[config.mk]
export PLATFORM = sky130hd
export DESIGN_NAME = mse_loss_forward_backward_unit
export DESIGN_NICKNAME = d
export VERILOG_FILES = /design/src/design/mlfb_pkg.sv /design/src/design/mlfb_front.sv /design/src/design/mlfb_fifo.sv /design/src/design/mlfb_div.sv /design/src/design/mlfb_back.sv /design/src/design/mse_loss_forward_backward_unit.sv
export SDC_FILE = /design/constraint.sdc
export NUM_CORES = 2
export LEC_CHECK = 0
export ABC_AREA = 0
export ABC_CLOCK_PERIOD_IN_PS = 21000
export BUFFER_PORTS_ARGS = -buffer_cell sky130_fd_sc_hd__buf_2
export CAP_MARGIN = 20
export CORE_ASPECT_RATIO = 2
export CORE_MARGIN = 3
export CORE_UTILIZATION = 54
export DETAILED_ROUTE_END_ITERATION = 16
export PLACE_DENSITY = 0.7
export SYNTH_ARGS = -nofsm -noshare
export SYNTH_HDL_FRONTEND = slang
export SYNTH_HIERARCHICAL = 1
export SYNTH_SLANG_ARGS = --single-unit
[constraint.sdc]
create_clock -name clk_i -period 21 [get_ports clk_i]
set_clock_uncertainty 0.05 [all_clocks]
set_input_delay 6.3 -clock clk_i [delete_from_list [all_inputs] [get_ports clk_i]]
set_output_delay 6.3 -clock clk_i [all_outputs]
set_load 0.02 [all_outputs]
[src/design/mlfb_pkg.sv]
// Shared types and constants of the mean squared error loss unit.
package mlfb_pkg;

  // Field and datapath widths.
  localparam int unsigned VAL_W   = 16;
  localparam int unsigned DIFF_W  = 17;
  localparam int unsigned CNT_W   = 17;
  localparam int unsigned SUM_W   = 48;
  localparam int unsigned SQ_W    = 32;
  localparam int unsigned PROD_W  = 34;
  localparam int unsigned OUT_W   = 33;
  localparam int unsigned STEP_W  = 6;
  localparam int unsigned ADDR_W  = 3;
  localparam int unsigned DATA_W  = 32;
  localparam int unsigned IN_TDATA_W  = 48;
  localparam int unsigned OUT_TDATA_W = 40;

  // Item count limit for the forward accumulation.
  localparam logic [CNT_W-1:0] MAX_ELEMENTS = 17'd65536;

  // Divider step counts less one: full dividend and gradient dividend.
  localparam logic [STEP_W-1:0] LONG_STEPS  = 6'd47;
  localparam logic [STEP_W-1:0] SHORT_STEPS = 6'd31;

  // Queue between front and back.
  localparam int unsigned FIFO_DEPTH = 4;
  localparam int unsigned PTR_W      = 2;
  localparam int unsigned FCNT_W     = 3;

  // Operation codes and result kinds.
  localparam logic OP_FORWARD  = 1'b0;
  localparam logic OP_BACKWARD = 1'b1;
  localparam logic KIND_LOSS   = 1'b0;
  localparam logic KIND_GRAD   = 1'b1;

  // Register index, taken from paddr[2].
  localparam logic REG_ELEMENT_COUNT = 1'b0;

  // Classified item handed from front to back.
  typedef struct packed {
    logic                     op;
    logic                     last;
    logic signed [DIFF_W-1:0] diff;
    logic signed [VAL_W-1:0]  grad;
  } item_t;

  // Divider request and response.
  typedef struct packed {
    logic              start;
    logic              short_op;
    logic [SUM_W-1:0]  dividend;
    logic [CNT_W-1:0]  divisor;
  } div_req_t;

  typedef struct packed {
    logic             done;
    logic [SUM_W-1:0] quotient;
  } div_rsp_t;

endpackage

[src/design/mlfb_front.sv]
// Front stage: takes input transactions and forms the difference of each item.
module mlfb_front (
  input  logic                          clk_i,
  input  logic                          rst_ni,
  input  logic                          in_valid_i,
  output logic                          in_ready_o,
  input  logic                          in_op_i,
  input  logic                          in_last_i,
  input  logic [mlfb_pkg::VAL_W-1:0]    pred_i,
  input  logic [mlfb_pkg::VAL_W-1:0]    target_i,
  input  logic [mlfb_pkg::VAL_W-1:0]    grad_i,
  output logic                          item_valid_o,
  input  logic                          item_ready_i,
  output mlfb_pkg::item_t               item_o
);
  import mlfb_pkg::*;

  logic  valid_q, valid_d;
  item_t item_q, item_d;
  logic  take;

  // The holding register frees up in the cycle the queue takes its item.
  assign in_ready_o = !valid_q || item_ready_i;
  assign take       = in_valid_i && in_ready_o;

  always_comb begin
    valid_d = valid_q;
    item_d  = item_q;
    if (item_ready_i) begin
      valid_d = 1'b0;
    end
    if (take) begin
      valid_d     = 1'b1;
      item_d.op   = in_op_i;
      item_d.last = in_last_i;
      item_d.diff = $signed({pred_i[VAL_W-1], pred_i}) - $signed({target_i[VAL_W-1], target_i});
      item_d.grad = $signed(grad_i);
    end
  end

  always_ff @(posedge clk_i or negedge rst_ni) begin
    if (!rst_ni) begin
      valid_q <= 1'b0;
    end else begin
      valid_q <= valid_d;
    end
  end

  // Payload needs no reset.
  always_ff @(posedge clk_i) begin
    item_q <= item_d;
  end

  assign item_valid_o = valid_q;
  assign item_o       = item_q;

endmodule

[src/design/mlfb_fifo.sv]
// Short queue of classified items between the front and the back.
module mlfb_fifo (
  input  logic            clk_i,
  input  logic            rst_ni,
  input  logic            push_valid_i,
  output logic            push_ready_o,
  input  mlfb_pkg::item_t push_item_i,
  output logic            pop_valid_o,
  input  logic            pop_ready_i,
  output mlfb_pkg::item_t pop_item_o
);
  import mlfb_pkg::*;

  item_t             mem_q [FIFO_DEPTH];
  logic [PTR_W-1:0]  wr_ptr_q, rd_ptr_q;
  logic [FCNT_W-1:0] count_q;
  logic              do_push, do_pop;

  assign push_ready_o = (count_q != FCNT_W'(FIFO_DEPTH));
  assign pop_valid_o  = (count_q != '0);
  assign pop_item_o   = mem_q[rd_ptr_q];
  assign do_push      = push_valid_i && push_ready_o;
  assign do_pop       = pop_valid_o && pop_ready_i;

  // Pointers and fill level.
  always_ff @(posedge clk_i or negedge rst_ni) begin
    if (!rst_ni) begin
      wr_ptr_q <= '0;
      rd_ptr_q <= '0;
      count_q  <= '0;
    end else begin
      if (do_push) begin
        wr_ptr_q <= wr_ptr_q + 1'b1;
      end
      if (do_pop) begin
        rd_ptr_q <= rd_ptr_q + 1'b1;
      end
      if (do_push && !do_pop) begin
        count_q <= count_q + 1'b1;
      end else if (do_pop && !do_push) begin
        count_q <= count_q - 1'b1;
      end
    end
  end

  // Storage.
  always_ff @(posedge clk_i) begin
    if (do_push) begin
      mem_q[wr_ptr_q] <= push_item_i;
    end
  end

endmodule

[src/design/mlfb_div.sv]
// Restoring divider, one quotient bit per cycle, shared by loss and gradient.
module mlfb_div (
  input  logic               clk_i,
  input  logic               rst_ni,
  input  mlfb_pkg::div_req_t req_i,
  output mlfb_pkg::div_rsp_t rsp_o
);
  import mlfb_pkg::*;

  typedef enum logic {
    DIV_IDLE,
    DIV_RUN
  } div_state_e;

  div_state_e        state_q;
  logic [SUM_W-1:0]  dvd_q;
  logic [CNT_W-1:0]  rem_q;
  logic [CNT_W-1:0]  dsr_q;
  logic [STEP_W-1:0] step_q;
  logic              done_q;

  logic [CNT_W:0]    rem_sh;
  logic [CNT_W:0]    rem_sub;
  logic              fits;

  // One restoring step: shift in the next dividend bit and try the subtraction.
  always_comb begin
    rem_sh  = {rem_q, dvd_q[SUM_W-1]};
    rem_sub = rem_sh - {1'b0, dsr_q};
    fits    = (rem_sh >= {1'b0, dsr_q});
  end

  // Quotient bits shift in at the bottom of the dividend register.
  always_ff @(posedge clk_i or negedge rst_ni) begin
    if (!rst_ni) begin
      state_q <= DIV_IDLE;
      done_q  <= 1'b0;
      dvd_q   <= '0;
      rem_q   <= '0;
      dsr_q   <= '0;
      step_q  <= '0;
    end else begin
      unique case (state_q)
        DIV_IDLE: begin
          done_q <= 1'b0;
          if (req_i.start) begin
            dvd_q   <= req_i.dividend;
            dsr_q   <= req_i.divisor;
            rem_q   <= '0;
            step_q  <= req_i.short_op ? SHORT_STEPS : LONG_STEPS;
            state_q <= DIV_RUN;
          end
        end
        DIV_RUN: begin
          dvd_q <= {dvd_q[SUM_W-2:0], fits};
          rem_q <= fits ? rem_sub[CNT_W-1:0] : rem_sh[CNT_W-1:0];
          if (step_q == '0) begin
            done_q  <= 1'b1;
            state_q <= DIV_IDLE;
          end else begin
            step_q <= step_q - 1'b1;
          end
        end
        default: begin
          state_q <= DIV_IDLE;
        end
      endcase
    end
  end

  assign rsp_o.done     = done_q;
  assign rsp_o.quotient = dvd_q;

endmodule

[src/design/mlfb_back.sv]
// Back stage: squares or scales each item, keeps the running sum and drives results.
module mlfb_back (
  input  logic                          clk_i,
  input  logic                          rst_ni,
  input  logic                          item_valid_i,
  output logic                          item_ready_o,
  input  mlfb_pkg::item_t               item_i,
  input  logic [mlfb_pkg::CNT_W-1:0]    element_count_i,
  output mlfb_pkg::div_req_t            div_req_o,
  input  mlfb_pkg::div_rsp_t            div_rsp_i,
  output logic                          out_valid_o,
  input  logic                          out_ready_i,
  output logic                          out_kind_o,
  output logic [mlfb_pkg::OUT_W-1:0]    out_value_o
);
  import mlfb_pkg::*;

  typedef enum logic [2:0] {
    BK_IDLE,
    BK_MUL,
    BK_ACC,
    BK_DIV,
    BK_OUT
  } back_state_e;

  back_state_e              state_q;
  item_t                    cur_q;
  logic signed [PROD_W-1:0] prod_q;
  logic [SUM_W-1:0]         sum_q;
  logic [CNT_W-1:0]         cnt_q;
  logic                     neg_q;
  div_req_t                 req_q;
  logic                     out_valid_q;
  logic                     out_kind_q;
  logic [OUT_W-1:0]         out_value_q;

  logic signed [DIFF_W-1:0] mul_b;
  logic signed [PROD_W-1:0] mul_p;
  logic [SUM_W:0]           sum_add;
  logic [SUM_W-1:0]         sum_new;
  logic [CNT_W-1:0]         cnt_new;
  logic [PROD_W-1:0]        prod_abs;
  logic [SQ_W-1:0]          grad_mag;
  logic [CNT_W-1:0]         divisor_n;
  logic [SQ_W-1:0]          loss_val;
  logic [OUT_W-1:0]         grad_pos;

  // Forward squares the difference, backward multiplies it by the upstream gradient.
  always_comb begin
    mul_b = (cur_q.op == OP_BACKWARD) ? DIFF_W'(cur_q.grad) : cur_q.diff;
    mul_p = PROD_W'(cur_q.diff) * PROD_W'(mul_b);
  end

  // Saturating sum and count update for a forward item.
  always_comb begin
    sum_add = {1'b0, sum_q} + {{(SUM_W - SQ_W + 1){1'b0}}, prod_q[SQ_W-1:0]};
    sum_new = sum_add[SUM_W] ? {SUM_W{1'b1}} : sum_add[SUM_W-1:0];
    cnt_new = (cnt_q < MAX_ELEMENTS) ? cnt_q + 1'b1 : cnt_q;
  end

  // Gradient magnitude is twice the product; a zero element count divides by one.
  always_comb begin
    prod_abs  = prod_q[PROD_W-1] ? PROD_W'(-prod_q) : PROD_W'(prod_q);
    grad_mag  = {prod_abs[SQ_W-2:0], 1'b0};
    divisor_n = (element_count_i == '0) ? CNT_W'(1) : element_count_i;
  end

  // Result formatting: the loss saturates, the gradient takes its sign back.
  always_comb begin
    loss_val = (div_rsp_i.quotient[SUM_W-1:SQ_W] != '0) ? {SQ_W{1'b1}}
                                                        : div_rsp_i.quotient[SQ_W-1:0];
    grad_pos = {1'b0, div_rsp_i.quotient[SQ_W-1:0]};
  end

  assign item_ready_o = (state_q == BK_IDLE);

  // Sequencer with its registered outputs and the accumulator state.
  always_ff @(posedge clk_i or negedge rst_ni) begin
    if (!rst_ni) begin
      state_q     <= BK_IDLE;
      sum_q       <= '0;
      cnt_q       <= '0;
      req_q       <= '0;
      out_valid_q <= 1'b0;
      out_kind_q  <= KIND_LOSS;
      out_value_q <= '0;
      cur_q       <= '0;
      prod_q      <= '0;
      neg_q       <= 1'b0;
    end else begin
      unique case (state_q)
        BK_IDLE: begin
          if (item_valid_i) begin
            cur_q   <= item_i;
            state_q <= BK_MUL;
          end
        end
        BK_MUL: begin
          prod_q  <= mul_p;
          state_q <= BK_ACC;
        end
        BK_ACC: begin
          if (cur_q.op == OP_FORWARD) begin
            if (cur_q.last) begin
              req_q.start    <= 1'b1;
              req_q.short_op <= 1'b0;
              req_q.dividend <= sum_new;
              req_q.divisor  <= cnt_new;
              sum_q          <= '0;
              cnt_q          <= '0;
              state_q        <= BK_DIV;
            end else begin
              sum_q   <= sum_new;
              cnt_q   <= cnt_new;
              state_q <= BK_IDLE;
            end
          end else begin
            req_q.start    <= 1'b1;
            req_q.short_op <= 1'b1;
            req_q.dividend <= {grad_mag, {(SUM_W - SQ_W){1'b0}}};
            req_q.divisor  <= divisor_n;
            neg_q          <= prod_q[PROD_W-1];
            state_q        <= BK_DIV;
          end
        end
        BK_DIV: begin
          req_q.start <= 1'b0;
          if (div_rsp_i.done) begin
            out_valid_q <= 1'b1;
            if (cur_q.op == OP_FORWARD) begin
              out_kind_q  <= KIND_LOSS;
              out_value_q <= {1'b0, loss_val};
            end else begin
              out_kind_q  <= KIND_GRAD;
              out_value_q <= neg_q ? OUT_W'(-grad_pos) : grad_pos;
            end
            state_q <= BK_OUT;
          end
        end
        BK_OUT: begin
          if (out_ready_i) begin
            out_valid_q <= 1'b0;
            state_q     <= BK_IDLE;
          end
        end
        default: begin
          state_q <= BK_IDLE;
        end
      endcase
    end
  end

  assign div_req_o   = req_q;
  assign out_valid_o = out_valid_q;
  assign out_kind_o  = out_kind_q;
  assign out_value_o = out_value_q;

endmodule

[src/design/mse_loss_forward_backward_unit.sv]
// Top level of the mean squared error loss unit with forward and gradient modes.
//
//  Channel   Dir   Payload                                        Handshake
//  s_axis    in    tdata pred/target/grad, tuser opcode, tlast    tvalid/tready
//  m_axis    out   tdata result_value, tuser result_kind          tvalid/tready
//  APB       in    element_count at byte address 0                psel/penable, pready high
//
//  A forward item that is not last holds the back stage through BK_MUL and BK_ACC.
//  A gradient item or a last forward item also holds it in BK_DIV until the
//  one-bit-per-cycle divider (32 or 48 steps) is done, then in BK_OUT until the
//  result is taken on m_axis.
//  Reset is asynchronous and active low; it clears the running sum and count and
//  sets element_count to 1. The front and a four-entry queue keep taking transactions
//  while the back stage works or its result waits on m_axis_tready, until they fill.
module mse_loss_forward_backward_unit (
  input  logic                                  clk_i,
  input  logic                                  rst_ni,
  // Input stream
  input  logic                                  s_axis_tvalid,
  output logic                                  s_axis_tready,
  // [15:0] pred_value, [31:16] target_value, [47:32] upstream_grad
  input  logic [mlfb_pkg::IN_TDATA_W-1:0]       s_axis_tdata,
  // [0] opcode
  input  logic                                  s_axis_tuser,
  input  logic                                  s_axis_tlast,
  // Result stream
  output logic                                  m_axis_tvalid,
  input  logic                                  m_axis_tready,
  // [32:0] result_value, [39:33] zero
  output logic [mlfb_pkg::OUT_TDATA_W-1:0]      m_axis_tdata,
  // [0] result_kind
  output logic                                  m_axis_tuser,
  // Configuration port
  input  logic                                  psel,
  input  logic                                  penable,
  input  logic                                  pwrite,
  input  logic [mlfb_pkg::ADDR_W-1:0]           paddr,
  input  logic [mlfb_pkg::DATA_W-1:0]           pwdata,
  output logic [mlfb_pkg::DATA_W-1:0]           prdata,
  output logic                                  pready
);
  import mlfb_pkg::*;

  logic [CNT_W-1:0] ecount_q;
  logic             front_valid, front_ready;
  item_t            front_item;
  logic             queue_valid, queue_ready;
  item_t            queue_item;
  div_req_t         div_req;
  div_rsp_t         div_rsp;
  logic [OUT_W-1:0] out_value;

  // Configuration register write and read back.
  assign pready = 1'b1;

  always_ff @(posedge clk_i or negedge rst_ni) begin
    if (!rst_ni) begin
      ecount_q <= CNT_W'(1);
    end else if (psel && penable && pwrite && pready && (paddr[2] == REG_ELEMENT_COUNT)) begin
      ecount_q <= pwdata[CNT_W-1:0];
    end
  end

  assign prdata = (paddr[2] == REG_ELEMENT_COUNT) ? {{(DATA_W - CNT_W){1'b0}}, ecount_q} : '0;

  // Front end.
  mlfb_front u_front (
    .clk_i        (clk_i),
    .rst_ni       (rst_ni),
    .in_valid_i   (s_axis_tvalid),
    .in_ready_o   (s_axis_tready),
    .in_op_i      (s_axis_tuser),
    .in_last_i    (s_axis_tlast),
    .pred_i       (s_axis_tdata[15:0]),
    .target_i     (s_axis_tdata[31:16]),
    .grad_i       (s_axis_tdata[47:32]),
    .item_valid_o (front_valid),
    .item_ready_i (front_ready),
    .item_o       (front_item)
  );

  // Queue between front and back.
  mlfb_fifo u_fifo (
    .clk_i        (clk_i),
    .rst_ni       (rst_ni),
    .push_valid_i (front_valid),
    .push_ready_o (front_ready),
    .push_item_i  (front_item),
    .pop_valid_o  (queue_valid),
    .pop_ready_i  (queue_ready),
    .pop_item_o   (queue_item)
  );

  // Back end and its divider.
  mlfb_back u_back (
    .clk_i           (clk_i),
    .rst_ni          (rst_ni),
    .item_valid_i    (queue_valid),
    .item_ready_o    (queue_ready),
    .item_i          (queue_item),
    .element_count_i (ecount_q),
    .div_req_o       (div_req),
    .div_rsp_i       (div_rsp),
    .out_valid_o     (m_axis_tvalid),
    .out_ready_i     (m_axis_tready),
    .out_kind_o      (m_axis_tuser),
    .out_value_o     (out_value)
  );

  mlfb_div u_div (
    .clk_i  (clk_i),
    .rst_ni (rst_ni),
    .req_i  (div_req),
    .rsp_o  (div_rsp)
  );

  assign m_axis_tdata = {{(OUT_TDATA_W - OUT_W){1'b0}}, out_value};

endmodule

==> flow_metrics.py <==
metrics = {
    "die": {
        "initial_core_util": 0.549,
        "row_count": 136,
        "dieArea_um2": 73600,
        "die_h_um": 381,
        "die_x_um": 193,
        "core_area_um2": 69100,
        "pin_count": 168,
    },
    "cts": {
        "postCtsHoldBufs": 0,
        "cts_tree": "built",
        "cts_resized": 0,
        "cts.clk_slew.worst_paths_ps": 70,
        "cts_buffers": 50,
        "clockRootBuffer": "clkbuf_16",
        "cts.sinks": 529,
        "post_cts_buffers": 0,
        "htree_levels": 2,
        "cts.path.max_buffers": 3,
        "clock_latency_ps": 630,
    },
    "critical_path": {
        "critPathSlowestCell": "buf_2",
        "timing.rr.start": "u_back/cur_q[34]",
        "path_depth": 3,
        "worstSetupPathType": "primary input to primary output",
        "crit_chain": "buf_2 -> and2b_1 -> buf_2",
        "worst-path-max-fanout": 18,
        "worst-path-buf-inv": 2,
        "slowest_delay_ps": 260,
        "startpoint_type": "primary input",
        "path_common_cell": "buf_2",
        "cp-end-kind": "primary output",
        "worstRegToRegCells": 23,
        "worstPathArrival_ps": 6940,
        "cpLargestDelayFamily": "buffers and inverters",
        "startpoint": "paddr[2]",
        "cp_data_required_time_ps": 14650,
    },
    "route": {
        "first_pass_iters": 5,
        "wl_met2_um": 50400,
        "wl_per_cell_um": 19.4,
        "remaining_drc_errors": 0,
        "avgViaCountPerCell": 5.74,
        "dr_wl_met3_um": 3020,
        "drtIter0Drc": 1264,
        "wirelength_um": 91600,
        "antenna_left": 0,
        "via_count": 27100,
        "drt-met1-wl_um": 31300,
        "top_layer": "met4",
    },
    "place": {
        "placed_cell_area_um2": 39200,
        "io_buffers": 127,
        "hpwl_um": 70200,
        "post-place-ws_ps": 7690,
        "dpl.cell_count": 4631,
        "place_congestion": 0.951,
    },
    "timing": {
        "tightest_slew_ps": 1100,
        "slew_violations": 0,
        "setup_slack_ps": 7710,
        "setup_tns_ps": 0,
        "timing_hold_violations_final": 0,
        "period_share": 0.633,
        "slew_headroom": 0.268,
        "clock.fmax_mhz": 75.3,
        "fin_crit_ps": 13290,
        "finalSetupViolCount": 0,
        "rsz0062_at_grt": "no",
    },
    "min_path": {
        "min_from": "u_back/div_req_o[13]",
        "hp-class": "register to register",
        "hold_depth": 2,
    },
    "logic_synthesis": {
        "synth_cells": 3742,
        "synth_edf_count": 175,
        "yosysWarnings": 6,
        "ys_ff_latch": 529,
        "async_flop_share": 0.669,
        "ys_types": 96,
        "post_synth.cell_area_avg_um2": 10.1,
        "syn_area_um2": 37900,
        "yosysSeqAreaShare": 0.372,
        "synth-main-ff-cell": "dfrtp_1",
    },
    "global_routing": {
        "track_usage": 0.251,
        "grt_pass1_vias": 29000,
        "grt_max_degree": 116,
        "grt_overflow_total": 0,
        "antenna_found_initial": 0,
        "grt_pass1_wl_um": 149000,
    },
    "finish": {
        "final_cells": 4727,
        "area_growth_pct": 8.11,
        "drive_gt1_frac": 0.108,
        "fillCellCount": 5980,
        "finish.net_count": 4340,
        "final_area_um2": 41000,
        "diodes": 0,
    },
    "outcome": {
        "status": "completed",
    },
    "flow_run": {
        "maxCapViolCount": 0,
    },
}
cell families (layout without fill, tap and decap cells):
kind of cell    Yosys count  after routing  synth area share
xor+xnor                146            146            0.0337
other cells               2             23          0.000198
mux                     173            173            0.0613
simple gates           1060           1060             0.134
compound gates          734            734             0.120
buf+inv                 639            706            0.0681
flops                   529            529             0.372
fa+ha+maj               459            459             0.211
cell usage after synthesis, types with 13 or more instances:
library cell,number,area [µm²]
o31ai_1,27,203
nor3_1,55,275
dfrtp_1,353,8830
nand4_1,21,131
buf_4,25,188
nor2_1,170,638
nand2b_1,40,250
nand2_1,459,1720
inv_1,437,1640
mux2i_1,68,681
mux2_2,59,664
clkbuf_1,149,559
o22ai_1,16,100
edfxtp_1,175,5260
nand3_1,36,180
buf_2,14,70.1
ha_1,159,1990
o21a_1,14,105
a21oi_1,153,766
xor2_1,60,526
a31oi_1,13,81.3
or3_1,16,100
nor4_1,16,100
mux4_2,28,631
a21boi_0,14,105
nor2b_1,119,744
and3_1,25,156
a21o_1,50,375
a211oi_1,27,203
fa_1,300,6010
xnor2_1,86,753
o21ai_0,296,1480
and2_1,47,294
layer usage:
layer  GRT usage  vias up
met4       0.164        0
met1       0.250    13500
met5           0        -
met3      0.0268      315
met2       0.485      687
li1            -    12700
path summary, 6_finish.rpt:
| kind | to | slack (ps) |
|---|---|---|
| worst max register to register | u_back/prod_q[33] | 12850 |
| worst min-delay path | u_div/dsr_q[13] | 420 |
| worst max-delay path | prdata[2] | 7710 |
| worst min register to register | u_div/dsr_q[13] | 420 |
| max in group asynchronous | u_back/div_req_o[11] | 12980 |
| min in group asynchronous | u_back/out_value_o[9] | 5650 |
through the flow:
stage | utilization | hold WS [ps]
floorplan | - | 393
global placement | 0.568 | 404
detailed placement | 0.568 | 411
CTS | 0.593 | 418
global route | 0.593 | 434
finish | 0.593 | 422
sequential cells by signal, summed over array words and instances, names as in the netlist, 6 cells and up:
| register | cells |
|---|---|
| ecount_q | 17 |
| u_back/cnt_q | 17 |
| u_back/cur_q | 35 |
| u_back/div_req_o | 67 |
| u_back/out_value_o | 33 |
| u_back/prod_q | 33 |
| u_back/sum_q | 48 |
| u_div/dsr_q | 17 |
| u_div/dvd_q | 48 |
| u_div/rem_q | 17 |
| u_div/step_q | 6 |
| u_fifo/mem_q | 140 |
| u_front/item_o | 35 |
area by class of cell:
class | count | area [µm²] | share of cell area
Multi-Input combinational cell | 2595 | 21400 | 0.521
Timing Repair Buffer | 176 | 1020 | 0.0248
Clock buffer | 66 | 1390 | 0.0339
Tap cell | 897 | 1120 | 0.0274
Sequential cell | 529 | 14100 | 0.344
Inverter | 437 | 1640 | 0.0400
Clock inverter | 27 | 338 | 0.00824
layout by cell type (no fill, tap or decap), types with 65 or more instances in the layout:
cell	count
a21oi_1	153
nor2_1	169
fa_1	300
xnor2_1	86
dfrtp_1	349
edfxtp_1	175
inv_1	437
buf_2	126
mux2i_1	65
nor2b_1	119
nand2_1	458
o21ai_0	296
ha_1	159
tightest hold or removal path, stage by stage, from the launching register on:
cell and delay (ps):
dfrtp_1 340, nand2_1 50, o21ai_0 60
Power is not shown: default switching activity piles up to over one toggle a cycle in this logic, so the estimate is an artifact.
